## src/rtl/lcwc_pkg.sv

```systemverilog
// Shared types and constants for the load cell weight conditioner.
// Used by the cell modules and by the top level; depends on nothing.
package lcwc_pkg;

	// Configuration register indexes.
	localparam int CFG_IW = 3;
	localparam logic [CFG_IW-1:0] REG_ZERO_OFFSET = 3'd0;
	localparam logic [CFG_IW-1:0] REG_COUNT_GAIN = 3'd1;
	localparam logic [CFG_IW-1:0] REG_ZERO_BAND = 3'd2;
	localparam logic [CFG_IW-1:0] REG_SPIKE_LIMIT = 3'd3;
	localparam logic [CFG_IW-1:0] REG_OUTLIER_LIMIT = 3'd4;
	localparam logic [CFG_IW-1:0] REG_FAULT_LIMIT = 3'd5;
	localparam logic [CFG_IW-1:0] REG_STABLE_LIMIT = 3'd6;

	localparam int CFG_DW = 48;
	localparam int WEIGHT_W = 32;
	localparam int VAR_W = 48;
	localparam int ACC_W = 64;

	// Control of the median cells.
	typedef struct packed {
		logic shift;
		logic load;
		logic step;
	} med_ctl_t;

	// Control of the averaging cells.
	typedef struct packed {
		logic shift;
		logic rotate;
	} avg_ctl_t;

endpackage

```

## src/rtl/lcwc_avg_cell.sv

```systemverilog
// One cell of the averaging window: a stored weight that shifts in or rotates around.
// Depends on lcwc_pkg.
module lcwc_avg_cell import lcwc_pkg::*; (
	input  logic                       clk,
	input  avg_ctl_t                   ctl,
	input  logic signed [WEIGHT_W-1:0] chain_val,
	output logic signed [WEIGHT_W-1:0] val
);

	logic signed [WEIGHT_W-1:0] val_q;

	// Take the neighbor's value on a new sample or on a rotation step.
	always_ff @(posedge clk) begin
		if (ctl.shift || ctl.rotate) begin
			val_q <= chain_val;
		end
	end

	assign val = val_q;

endmodule

```

## config.mk

```make
export PLATFORM = sky130hd
export DESIGN_NAME = lcwc_avg_cell
export DESIGN_NICKNAME = d
export VERILOG_FILES = /design/src/rtl/lcwc_pkg.sv /design/src/rtl/lcwc_avg_cell.sv
export SDC_FILE = /design/constraint.sdc
export NUM_CORES = 1
export LEC_CHECK = 0
export ABC_AREA = 1
export BUFFER_PORTS_ARGS = -buffer_cell sky130_fd_sc_hd__buf_2
export CORE_MARGIN = 3
export CORE_UTILIZATION = 35
export DETAILED_ROUTE_END_ITERATION = 16
export PLACE_DENSITY_LB_ADDON = 0.08
export SKIP_CTS_REPAIR_TIMING = 1
export SLEW_MARGIN = 10
export SYNTH_ARGS = -nofsm -noshare
export SYNTH_HDL_FRONTEND = slang
export SYNTH_SLANG_ARGS = --single-unit
```

## constraint.sdc

```tcl
create_clock -name clk -period 1.15 [get_ports clk]
set_input_delay 0.115 -clock clk [delete_from_list [all_inputs] [get_ports clk]]
set_output_delay 0.115 -clock clk [all_outputs]
set_load 0.01 [all_outputs]
```

==> Yosys cells after proc, flatten, opt, wreduce, memory -nomap -nowiden <==
Index checks and enable logic that the tools add are counted.
{ "word_totals": {"register_bits": 32, "mem_bits_ro": 0, "ram_bits": 0, "latchBits": 0, "memories": 0, "elab_cells": 2} }
{ "classes": {"bitwise_logic": 0, "div": 0, "reduce_logical": 1, "muxes": 0, "n_shift": 0, "order_cmp": 0, "mul": 0, "n_eq_ne": 0, "n_addsub": 0} }
{ "op_table": {"columns": ["operator", "n"], "rows": [
  ["1-bit logical OR", 1]
]} }

==> Longest topological paths before layout <==
Gate-level depths: netlist (run 1).
{ "logic_depth": {"ltp_word": 1, "ltp_mapped": 2} }

==> Least setup slack after synthesis (run 1) <==
OpenSTA, ideal clock, no wires.
{ "synth_timing": {"path_type": "input to register", "start": "input port ctl[1] in the netlist's numbering", "end": "register val_q[0], in the netlist val[0] (enable)", "path_stages": 2, "required_time_ns": 0.760, "slack_ns": -0.071, "path_buffers": 0, "setup_time_ns": 0.390, "arrival_ns": 0.831, "path_cell_list": "inv_1 > nand2_1"} }
{ "synth_via": {"elab_chain_cells": 1} }
{ "synth_lines": {"columns": ["element", "line", "rtl"], "rows": [
  ["from (decl)", "lcwc_avg_cell.sv:5", "input avg_ctl_t ctl,"],
  ["1-bit logical OR", "lcwc_avg_cell.sv:14", "if (ctl.shift || ctl.rotate) begin"],
  ["to (signal assigned)", "lcwc_avg_cell.sv:15", "val_q <= chain_val;"],
  ["to (decl)", "lcwc_avg_cell.sv:10", "logic signed [WEIGHT_W-1:0] val_q;"]
]} }
No other way between the ends.
A chain may end at the register's enable or synchronous reset.

==> Worst setup path after layout (run 1) <==
{ "layout_timing": {"start": "register val_q[24], in the netlist val[24]", "end": "output port val[24]"} }
{ "layout_lines": {"columns": ["element", "line", "rtl"], "rows": [
  ["to (decl)", "lcwc_avg_cell.sv:7", "output logic signed [WEIGHT_W-1:0] val"]
]} }
No word-level cell between the ends.

==> results of run 1 <==
## stage by stage
stage	utilization	hold WS [ns]	worst slack [ns]	area, µm²	total power, W
floorplan	-	0.214	0.225	975	0.00153
global placement	0.531	0.293	0.338	1360	0.00169
detailed placement	0.531	0.293	0.322	1360	0.00170
CTS	0.560	-0.0574	0.122	1440	0.00251
global route	0.685	0.303	0.0787	1760	0.00270
finish	0.685	0.306	0.152	1760	0.00258
## report_power, final
| part | internal [W] | total [W] | switching, W |
|---|---|---|---|
| clock | 0.000456 | 0.000822 | 0.000366 |
| sequential | 0.00140 | 0.00143 | 0.0000274 |
| combinational | 0.000186 | 0.000331 | 0.000146 |
## logic make-up (layout without fill, tap and decap cells)
kind of cell           after synthesis  count (layout)
flip-flops                          32              32
buffers and inverters                2             109
AND/OR/NAND/NOR                      1               1
## tightest hold or removal path, delay by kind of cell
family / cells / cell delay, ns
and+or+nand+nor: 1 / 0.07
buffers and inverters: 3 / 0.31
## placed cells by master, fill, tap and decap left out
cell	netlist	routed
sky130_fd_sc_hd__buf_2	0	66
sky130_fd_sc_hd__edfxtp_1	32	32
sky130_fd_sc_hd__nand2_2	0	1
sky130_fd_sc_hd__buf_12	0	1
sky130_fd_sc_hd__inv_1	2	2
sky130_fd_sc_hd__clkbuf_4	0	5
sky130_fd_sc_hd__dlygate4sd3_1	0	32
sky130_fd_sc_hd__clkbuf_1	0	1
sky130_fd_sc_hd__bufinv_16	0	1
sky130_fd_sc_hd__clkinv_2	0	1
## per-layer routing
metal / vias to the layer above / part of all wire / GRT usage
met3: 0 / 0.11 / 0.0592
met2: 44 / 0.53 / 0.190
met4: 0 / 0 / 0.0583
met1: 321 / 0.37 / 0.129
li1: 350 / - / -
met5: - / 0 / 0
## path summary, 6_finish.rpt
check	end	slack, ns	cells after the start
setup / recovery	val[24]	0.15	1
hold / removal	val[11]	0.31	4
## final cells by class
cell class / count / share of cell area
Multi-Input combinational cell: 1 / 0.00356
Clock inverter: 2 / 0.0199
Timing Repair Buffer: 99 / 0.381
Inverter: 2 / 0.00427
Clock buffer: 6 / 0.0235
Tap cell: 30 / 0.0213
Sequential cell: 32 / 0.546
==> flow_results.xml, run 1 <==
<?xml version="1.0" encoding="UTF-8"?>
<metrics>
  <group name="synthesis">
    <metric name="yosys.area.top_type" unit="">sky130_fd_sc_hd__edfxtp_1</metric>
    <metric name="synth_simple_gate_area_share" unit="">0.00386</metric>
    <metric name="post_synthesis_cell_area" unit="µm²">972</metric>
    <metric name="synth-adder-area-share" unit="">0</metric>
    <metric name="synth.avg_cell_area" unit="µm²">27.8</metric>
    <metric name="yosys.cell_types.count" unit="">3</metric>
    <metric name="xor_xnor_share_of_the_synthesized_area" unit="">0</metric>
    <metric name="synth.net_count" unit="">70</metric>
    <metric name="synth_top_flop_cell" unit="">sky130_fd_sc_hd__edfxtp_1</metric>
    <metric name="ys.warnings.count" unit="">0</metric>
    <metric name="synth.mux.area_fraction" unit="">0</metric>
    <metric name="synthCells" unit="">35</metric>
    <metric name="yosysMostFrequentCell" unit="">sky130_fd_sc_hd__edfxtp_1</metric>
    <metric name="synth-compound-area-share" unit="">0</metric>
    <metric name="synth_top_cell_area_share" unit="">0.988</metric>
    <metric name="synth_area_leaders" unit="">sky130_fd_sc_hd__edfxtp_1 (99%), sky130_fd_sc_hd__inv_1 (0.77%), sky130_fd_sc_hd__nand2_1 (0.39%)</metric>
    <metric name="synthArstFlopShare" unit="">0</metric>
    <metric name="synth-edff-count" unit="">32</metric>
    <metric name="synth.top_cells.by_count" unit="">sky130_fd_sc_hd__edfxtp_1 (32), sky130_fd_sc_hd__inv_1 (2), sky130_fd_sc_hd__nand2_1 (1)</metric>
    <metric name="ys_seq_area_frac" unit="">0.988</metric>
    <metric name="synth_top_family_by_area" unit="">buffers and inverters</metric>
    <metric name="synth_seq_cells" unit="">32</metric>
  </group>
  <group name="detailed_routing">
    <metric name="drt_pass1_iterations" unit="">4</metric>
    <metric name="drtIter0Drc" unit="">15</metric>
    <metric name="remaining_drc_errors" unit="">0</metric>
    <metric name="total_routed_wirelength" unit="µm">2450</metric>
    <metric name="drt-wirelength-per-cell" unit="µm">14.2</metric>
    <metric name="total_vias_in_the_final_route" unit="">715</metric>
    <metric name="detail-route-antenna-nets" unit="">0</metric>
    <metric name="detail_route.vias_per_cell" unit="">4.16</metric>
  </group>
  <group name="finish">
    <metric name="areaGrowthSynthToFinish" unit="%">81.0</metric>
    <metric name="fin_cells" unit="">172</metric>
    <metric name="drive_above_1_share" unit="">0.528</metric>
    <metric name="antenna_cells" unit="">0</metric>
    <metric name="num-fill-cells" unit="">189</metric>
    <metric name="largest_register_ffs" unit="">32</metric>
    <metric name="layout.nets" unit="">176</metric>
    <metric name="footprint_of_the_multi_input_gates" unit="µm²">6.26</metric>
    <metric name="register_area" unit="µm²">961</metric>
  </group>
  <group name="worst_setup_path">
    <metric name="slowest_delay" unit="ns">0.40</metric>
    <metric name="critical_path_peak_fanout" unit="">1</metric>
    <metric name="cp-end-kind" unit="">output port</metric>
    <metric name="crit_path_top_delay_cell" unit="">sky130_fd_sc_hd__edfxtp_1</metric>
    <metric name="timing.critical_path.max_delay_family" unit="">flip-flops</metric>
    <metric name="worstSetupPathType" unit="">reg2out</metric>
    <metric name="setup.worst_path.start_class" unit="">flop</metric>
    <metric name="critical_path_buf_inv_count" unit="">1</metric>
    <metric name="cp.arrival" unit="ns">0.88</metric>
    <metric name="setup.worst_path.start" unit="">val[24]</metric>
    <metric name="timing.critical_path.cells" unit="">buf_2</metric>
    <metric name="worst-endpoint-required" unit="ns">1.03</metric>
  </group>
  <group name="die">
    <metric name="initial_core_util" unit="">0.379</metric>
    <metric name="ioPinCount" unit="">67</metric>
    <metric name="die_w" unit="µm">58.7</metric>
    <metric name="dieArea" unit="µm²">3450</metric>
    <metric name="fp-row-count" unit="">18</metric>
    <metric name="core_region_area" unit="µm²">2570</metric>
    <metric name="dieHeight" unit="µm">58.7</metric>
  </group>
  <group name="worst_hold_path">
    <metric name="min_path_type" unit="">in2reg</metric>
    <metric name="timing.hold.worst.start" unit="">ctl[0]</metric>
  </group>
  <group name="clock_network">
    <metric name="cts_sinks" unit="">32</metric>
    <metric name="cts-buffers-inserted" unit="">5</metric>
    <metric name="htree_num_levels" unit="">2</metric>
    <metric name="clockBufferDepth" unit="">2</metric>
    <metric name="cts_tree" unit="">done</metric>
    <metric name="cts-root-buf" unit="">sky130_fd_sc_hd__clkbuf_4</metric>
    <metric name="worst_path_clk_slew" unit="ns">0.10</metric>
  </group>
  <group name="global_routing">
    <metric name="grt_total_ovfl" unit="">0</metric>
    <metric name="grt_first_pass_wirelength" unit="µm">2800</metric>
    <metric name="number_of_global_route_vias_before_repair" unit="">590</metric>
    <metric name="grt_use_total" unit="">0.118</metric>
    <metric name="grt_max_degree" unit="">33</metric>
    <metric name="antenna_found_initial" unit="">0</metric>
  </group>
  <group name="place">
    <metric name="placement.io_buffers" unit="">66</metric>
    <metric name="routabilityCongestion" unit="">0.608</metric>
    <metric name="numPlacedInstances" unit="">132</metric>
  </group>
  <group name="sta">
    <metric name="layout_min_cycle_time" unit="ns">0.998</metric>
    <metric name="final.period_utilization" unit="">0.868</metric>
    <metric name="slew-limit-headroom" unit="">0.891</metric>
    <metric name="report.final.hold_viol_count" unit="">0</metric>
    <metric name="totalNegativeSetupSlack" unit="ns">0</metric>
    <metric name="unrepaired_setup_endpoints_after_global_routing" unit="">false</metric>
    <metric name="worst_slew_pin_tran" unit="ns">0.163</metric>
    <metric name="slew_violations" unit="">0</metric>
    <metric name="max_freq" unit="GHz">1.00</metric>
    <metric name="setup_violations" unit="">0</metric>
  </group>
  <group name="power">
    <metric name="leakage" unit="nW">0.785</metric>
    <metric name="ir_drop" unit="µV">1180</metric>
    <metric name="p_per_area" unit="nW/µm²">1470</metric>
  </group>
  <group name="run">
    <metric name="drv.max_cap_violation_count" unit="">0</metric>
  </group>
  <group name="run_status">
    <metric name="status" unit="">finished, final reports clean</metric>
  </group>
</metrics>
(Power assumes the default switching activity.)
==> run 2, diff against run 1 <==
- PLACE_DENSITY: not set -> 0.75
- PLACE_DENSITY_LB_ADDON: 0.08 -> not set
==> flow_results.xml, run 2 (synthesis gave the netlist of run 1 again) <==
<?xml version="1.0" encoding="UTF-8"?>
<metrics>
  <group name="worst_setup_path">
    <metric name="cp.arrival" unit="ns">0.87</metric>
    <metric name="critical_path_buf_inv_count" unit="">1</metric>
    <metric name="crit_path_top_delay_cell" unit="">sky130_fd_sc_hd__edfxtp_1</metric>
    <metric name="timing.critical_path.cells" unit="">buf_2</metric>
    <metric name="critical_path_peak_fanout" unit="">1</metric>
    <metric name="cp-end-kind" unit="">output port</metric>
    <metric name="worstSetupPathType" unit="">reg2out</metric>
    <metric name="critical_path.endpoint" unit="">val[13]</metric>
    <metric name="setup.worst_path.start" unit="">val[13]</metric>
    <metric name="setup.worst_path.start_class" unit="">flop</metric>
    <metric name="cp.depth" unit="">1</metric>
    <metric name="slowest_delay" unit="ns">0.40</metric>
    <metric name="timing.critical_path.max_delay_family" unit="">flip-flops</metric>
    <metric name="worst-endpoint-required" unit="ns">1.03</metric>
  </group>
  <group name="detailed_routing">
    <metric name="remaining_drc_errors" unit="">0</metric>
    <metric name="drt_pass1_iterations" unit="">4</metric>
    <metric name="total_vias_in_the_final_route" unit="">715</metric>
    <metric name="total_routed_wirelength" unit="µm">2340</metric>
    <metric name="drt-wirelength-per-cell" unit="µm">13.7</metric>
    <metric name="drtIter0Drc" unit="">12</metric>
    <metric name="detail_route.vias_per_cell" unit="">4.18</metric>
    <metric name="detail-route-antenna-nets" unit="">0</metric>
  </group>
  <group name="global_routing">
    <metric name="antenna_found_initial" unit="">0</metric>
    <metric name="grt_max_degree" unit="">33</metric>
    <metric name="number_of_global_route_vias_before_repair" unit="">614</metric>
    <metric name="grt_use_total" unit="">0.116</metric>
    <metric name="grt_first_pass_wirelength" unit="µm">2700</metric>
    <metric name="grt_total_ovfl" unit="">0</metric>
  </group>
  <group name="sta">
    <metric name="final.setup.worst_slack" unit="ns">0.166</metric>
    <metric name="max_freq" unit="GHz">1.02</metric>
    <metric name="final.period_utilization" unit="">0.856</metric>
    <metric name="setup_violations" unit="">0</metric>
    <metric name="unrepaired_setup_endpoints_after_global_routing" unit="">false</metric>
    <metric name="slew_violations" unit="">0</metric>
    <metric name="report.final.hold_viol_count" unit="">0</metric>
    <metric name="totalNegativeSetupSlack" unit="ns">0</metric>
    <metric name="layout_min_cycle_time" unit="ns">0.984</metric>
    <metric name="worst_slew_pin_tran" unit="ns">0.166</metric>
    <metric name="hold_ws" unit="ns">0.332</metric>
    <metric name="slew-limit-headroom" unit="">0.889</metric>
  </group>
  <group name="worst_hold_path">
    <metric name="min_path_type" unit="">in2reg</metric>
  </group>
  <group name="place">
    <metric name="routabilityCongestion" unit="">0.645</metric>
    <metric name="placement_stage_worst_setup_slack" unit="ns">0.335</metric>
    <metric name="placement.io_buffers" unit="">66</metric>
  </group>
  <group name="power">
    <metric name="ir_drop" unit="µV">980</metric>
    <metric name="p_per_area" unit="nW/µm²">1320</metric>
    <metric name="p_total" unit="W">0.00228</metric>
    <metric name="leakage" unit="nW">0.769</metric>
  </group>
  <group name="die">
    <metric name="initial_core_util" unit="">0.379</metric>
    <metric name="die_w" unit="µm">58.7</metric>
    <metric name="dieArea" unit="µm²">3450</metric>
    <metric name="ioPinCount" unit="">67</metric>
    <metric name="core_region_area" unit="µm²">2570</metric>
    <metric name="fp-row-count" unit="">18</metric>
    <metric name="dieHeight" unit="µm">58.7</metric>
  </group>
  <group name="clock_network">
    <metric name="cts-buffers-inserted" unit="">5</metric>
    <metric name="cts_tree" unit="">done</metric>
    <metric name="cts-root-buf" unit="">sky130_fd_sc_hd__clkbuf_4</metric>
    <metric name="clockBufferDepth" unit="">2</metric>
    <metric name="cts_sinks" unit="">32</metric>
    <metric name="worst_path_clk_slew" unit="ns">0.09</metric>
    <metric name="htree_num_levels" unit="">2</metric>
  </group>
  <group name="run_status">
    <metric name="status" unit="">finished, final reports clean</metric>
  </group>
  <group name="finish">
    <metric name="layout.nets" unit="">176</metric>
    <metric name="antenna_cells" unit="">0</metric>
    <metric name="mostFrequentLayoutCell" unit="">sky130_fd_sc_hd__buf_2</metric>
    <metric name="most-common-layout-cells" unit="">sky130_fd_sc_hd__buf_2 (66), sky130_fd_sc_hd__dlygate4sd3_1 (32), sky130_fd_sc_hd__edfxtp_1 (32)</metric>
    <metric name="areaGrowthSynthToFinish" unit="%">77.7</metric>
    <metric name="largest_register_ffs" unit="">32</metric>
    <metric name="drive_above_1_share" unit="">0.518</metric>
  </group>
  <group name="run">
    <metric name="drv.max_cap_violation_count" unit="">0</metric>
  </group>
</metrics>
-- run 2: power by group --
group	internal (W)	switching (W)	leakage [nW]
logic	0.000186	0.000147	0.416
clock network	0.000213	0.000314	0.0261
registers	0.00140	0.0000261	0.326
-- run 2: stage by stage --
stage                     instance area (µm²)  utilization  instances
final                                    1730        0.673        171
after global routing                     1730        0.673        171
after CTS                                1410        0.548        139
after detailed placement                 1360        0.531        132
after global placement                   1360        0.531        132
after floorplan                           975            -         35
-- run 2: routing by layer --
layer	part of all wire	vias to the layer above	global-route usage
li1	-	347	-
met1	0.36	311	0.116
met2	0.47	55	0.175
met3	0.15	2	0.0811
met4	0.0081	0	0.0680
met5	0	-	0
-- run 2: how the worst min path moves through the flow --
stage	depth (start not counted)	endpoint	slack (ns)	from
floorplan	0	val[0]	0.21	chain_val[0]
global placement	1	val[17]	0.29	chain_val[17]
detailed placement	1	val[0]	0.29	chain_val[0]
CTS	1	val[16]	-0.04	chain_val[16]
global route	4	val[26]	0.34	ctl[1]
finish	4	val[26]	0.33	ctl[1]
-- run 2: layout make-up --
| class | count | area, µm² |
|---|---|---|
| clock buffers | 5 | 37.5 |
| clock inverters | 2 | 7.51 |
| fillers | 178 | 840 |
| inverters | 2 | 7.51 |
| multi-input cells | 1 | 6.26 |
| flip-flops and latches | 32 | 961 |
| well taps | 30 | 37.5 |
| repair buffers | 99 | 671 |
==> run 3, diff against run 2 <==
- clock period: 1.15 -> 0.8 ns (I/O delays scaled with it)
==> flow_results.xml, run 3 (synthesis gave the netlist of run 1 again) <==
<?xml version="1.0" encoding="UTF-8"?>
<metrics>
  <group name="sta">
    <metric name="max_freq" unit="GHz">1.05</metric>
    <metric name="layout_min_cycle_time" unit="ns">0.949</metric>
    <metric name="report.final.hold_viol_count" unit="">0</metric>
    <metric name="final.setup.worst_slack" unit="ns">-0.149</metric>
    <metric name="setup_violations" unit="">32</metric>
    <metric name="worst_slew_pin_tran" unit="ns">0.112</metric>
    <metric name="hold_ws" unit="ns">0.272</metric>
    <metric name="slew_violations" unit="">0</metric>
    <metric name="final.period_utilization" unit="">1.19</metric>
    <metric name="slew-limit-headroom" unit="">0.925</metric>
    <metric name="unrepaired_setup_endpoints_after_global_routing" unit="">true</metric>
    <metric name="totalNegativeSetupSlack" unit="ns">-3.36</metric>
  </group>
  <group name="detailed_routing">
    <metric name="total_vias_in_the_final_route" unit="">738</metric>
    <metric name="drt_pass1_iterations" unit="">3</metric>
    <metric name="remaining_drc_errors" unit="">0</metric>
    <metric name="total_routed_wirelength" unit="µm">2410</metric>
    <metric name="detail_route.vias_per_cell" unit="">4.27</metric>
    <metric name="drtIter0Drc" unit="">20</metric>
    <metric name="detail-route-antenna-nets" unit="">0</metric>
    <metric name="drt-wirelength-per-cell" unit="µm">13.9</metric>
  </group>
  <group name="global_routing">
    <metric name="antenna_found_initial" unit="">0</metric>
    <metric name="grt_use_total" unit="">0.110</metric>
    <metric name="grt_max_degree" unit="">19</metric>
    <metric name="grt_first_pass_wirelength" unit="µm">2630</metric>
    <metric name="number_of_global_route_vias_before_repair" unit="">591</metric>
    <metric name="grt_total_ovfl" unit="">0</metric>
  </group>
  <group name="die">
    <metric name="ioPinCount" unit="">67</metric>
    <metric name="die_w" unit="µm">58.7</metric>
    <metric name="dieArea" unit="µm²">3450</metric>
    <metric name="dieHeight" unit="µm">58.7</metric>
    <metric name="initial_core_util" unit="">0.379</metric>
    <metric name="fp-row-count" unit="">18</metric>
    <metric name="core_region_area" unit="µm²">2570</metric>
  </group>
  <group name="worst_setup_path">
    <metric name="cp.depth" unit="">1</metric>
    <metric name="critical_path_buf_inv_count" unit="">1</metric>
    <metric name="setup.worst_path.start" unit="">val[27]</metric>
    <metric name="slowest_delay" unit="ns">0.40</metric>
    <metric name="worstSetupPathType" unit="">reg2out</metric>
    <metric name="cp-end-kind" unit="">output port</metric>
    <metric name="worst-endpoint-required" unit="ns">0.72</metric>
    <metric name="timing.critical_path.cells" unit="">buf_2</metric>
    <metric name="setup.worst_path.start_class" unit="">flop</metric>
    <metric name="critical_path_peak_fanout" unit="">1</metric>
    <metric name="critical_path.endpoint" unit="">val[27]</metric>
    <metric name="crit_path_top_delay_cell" unit="">sky130_fd_sc_hd__edfxtp_1</metric>
    <metric name="cp.arrival" unit="ns">0.87</metric>
    <metric name="timing.critical_path.max_delay_family" unit="">flip-flops</metric>
  </group>
  <group name="finish">
    <metric name="fin_area" unit="µm²">1760</metric>
    <metric name="drive_above_1_share" unit="">0.517</metric>
    <metric name="antenna_cells" unit="">0</metric>
    <metric name="largest_register_ffs" unit="">32</metric>
    <metric name="utilization" unit="">0.687</metric>
    <metric name="num-fill-cells" unit="">190</metric>
    <metric name="most-common-layout-cells" unit="">sky130_fd_sc_hd__buf_2 (65), sky130_fd_sc_hd__dlygate4sd3_1 (32), sky130_fd_sc_hd__edfxtp_1 (32)</metric>
    <metric name="register_area" unit="µm²">961</metric>
    <metric name="mostFrequentLayoutCell" unit="">sky130_fd_sc_hd__buf_2</metric>
    <metric name="areaGrowthSynthToFinish" unit="%">81.3</metric>
    <metric name="layout.nets" unit="">177</metric>
    <metric name="footprint_of_the_multi_input_gates" unit="µm²">11.3</metric>
  </group>
  <group name="run_status">
    <metric name="status" unit="">finished, violations left</metric>
    <metric name="violations" unit="">setup timing</metric>
  </group>
  <group name="power">
    <metric name="sw_frac_of_total" unit="">0.219</metric>
    <metric name="power.combinational.fraction" unit="">0.149</metric>
    <metric name="seq_power_share" unit="">0.608</metric>
    <metric name="p_per_area" unit="nW/µm²">1910</metric>
    <metric name="power_frac_clock" unit="">0.243</metric>
    <metric name="netSwitchingPower" unit="W">0.000739</metric>
    <metric name="p_int" unit="W">0.00263</metric>
    <metric name="ir_drop" unit="µV">1560</metric>
    <metric name="leakage" unit="nW">0.786</metric>
  </group>
  <group name="clock_network">
    <metric name="htree_num_levels" unit="">2</metric>
    <metric name="cts_tree" unit="">done</metric>
    <metric name="cts-buffers-inserted" unit="">5</metric>
    <metric name="cts-root-buf" unit="">sky130_fd_sc_hd__clkbuf_4</metric>
    <metric name="cts_sinks" unit="">32</metric>
    <metric name="worst_path_clk_slew" unit="ns">0.09</metric>
    <metric name="clockBufferDepth" unit="">2</metric>
  </group>
  <group name="place">
    <metric name="routabilityCongestion" unit="">0.642</metric>
    <metric name="detailed_place.area" unit="µm²">1390</metric>
    <metric name="placement_stage_worst_setup_slack" unit="ns">0.0339</metric>
    <metric name="placement.io_buffers" unit="">66</metric>
    <metric name="detailed_place_hpwl" unit="µm">1410</metric>
  </group>
  <group name="run">
    <metric name="drv.max_cap_violation_count" unit="">0</metric>
  </group>
  <group name="worst_hold_path">
    <metric name="timing.hold.worst.start" unit="">ctl[0]</metric>
    <metric name="hold_depth" unit="">4</metric>
    <metric name="min_path_type" unit="">in2reg</metric>
  </group>
</metrics>
[run 3: cell types whose count changed in the layout (fill, tap and decap cells not counted)]
cell / previous run / this run
sky130_fd_sc_hd__buf_12: 1 / 2
sky130_fd_sc_hd__clkbuf_1: 0 / 2
sky130_fd_sc_hd__clkinv_1: 2 / 1
sky130_fd_sc_hd__nand2_2: 1 / 0
sky130_fd_sc_hd__buf_6: 0 / 1
sky130_fd_sc_hd__buf_2: 66 / 65
sky130_fd_sc_hd__nand2_4: 0 / 1
[run 3: through the flow]
step | std cells | total power, W
floorplan | 35 | 0.00220
global placement | 133 | 0.00245
detailed placement | 133 | 0.00246
CTS | 141 | 0.00327
global route | 173 | 0.00353
finish | 173 | 0.00337
[run 3: layout make-up]
| type | instances | area share |
|---|---|---|
| inverter | 2 | 0.00426 |
| clock buffer | 7 | 0.0256 |
| multi-input combinational | 1 | 0.00639 |
| tap | 30 | 0.0213 |
| clock inverter | 1 | 0.00213 |
| sequential | 32 | 0.545 |
| timing repair buffer | 100 | 0.395 |
[run 3: how the worst min path moves through the flow]
stage	to	slack, ns
6_report	val[3]	0.27
5_1_grt	val[24]	0.27
4_1_cts	val[11]	-0.09
3_5_place_dp	val[3]	0.26
3_3_place_gp	val[7]	0.26
2_1_floorplan	val[0]	0.18
[run 3: power groups by stage]
stage | clock (W) | combinational (W) | sequential [W]
3_3_place_gp | 0 | 0.000366 | 0.00208
3_5_place_dp | 0 | 0.000375 | 0.00208
4_1_cts | 0.000851 | 0.000375 | 0.00204
5_1_grt | 0.000915 | 0.000546 | 0.00206
2_1_floorplan | 0 | 0.0000287 | 0.00217
6_report | 0.000819 | 0.000503 | 0.00205
[run 3: metal layers]
metal,track usage,part of all wire,up-vias,routed length [µm]
li1,-,-,350,-
met1,0.0984,0.35,335,834
met2,0.179,0.50,47,1210
met3,0.0921,0.13,6,320
met4,0.0485,0.020,0,48
met5,0,0,-,0
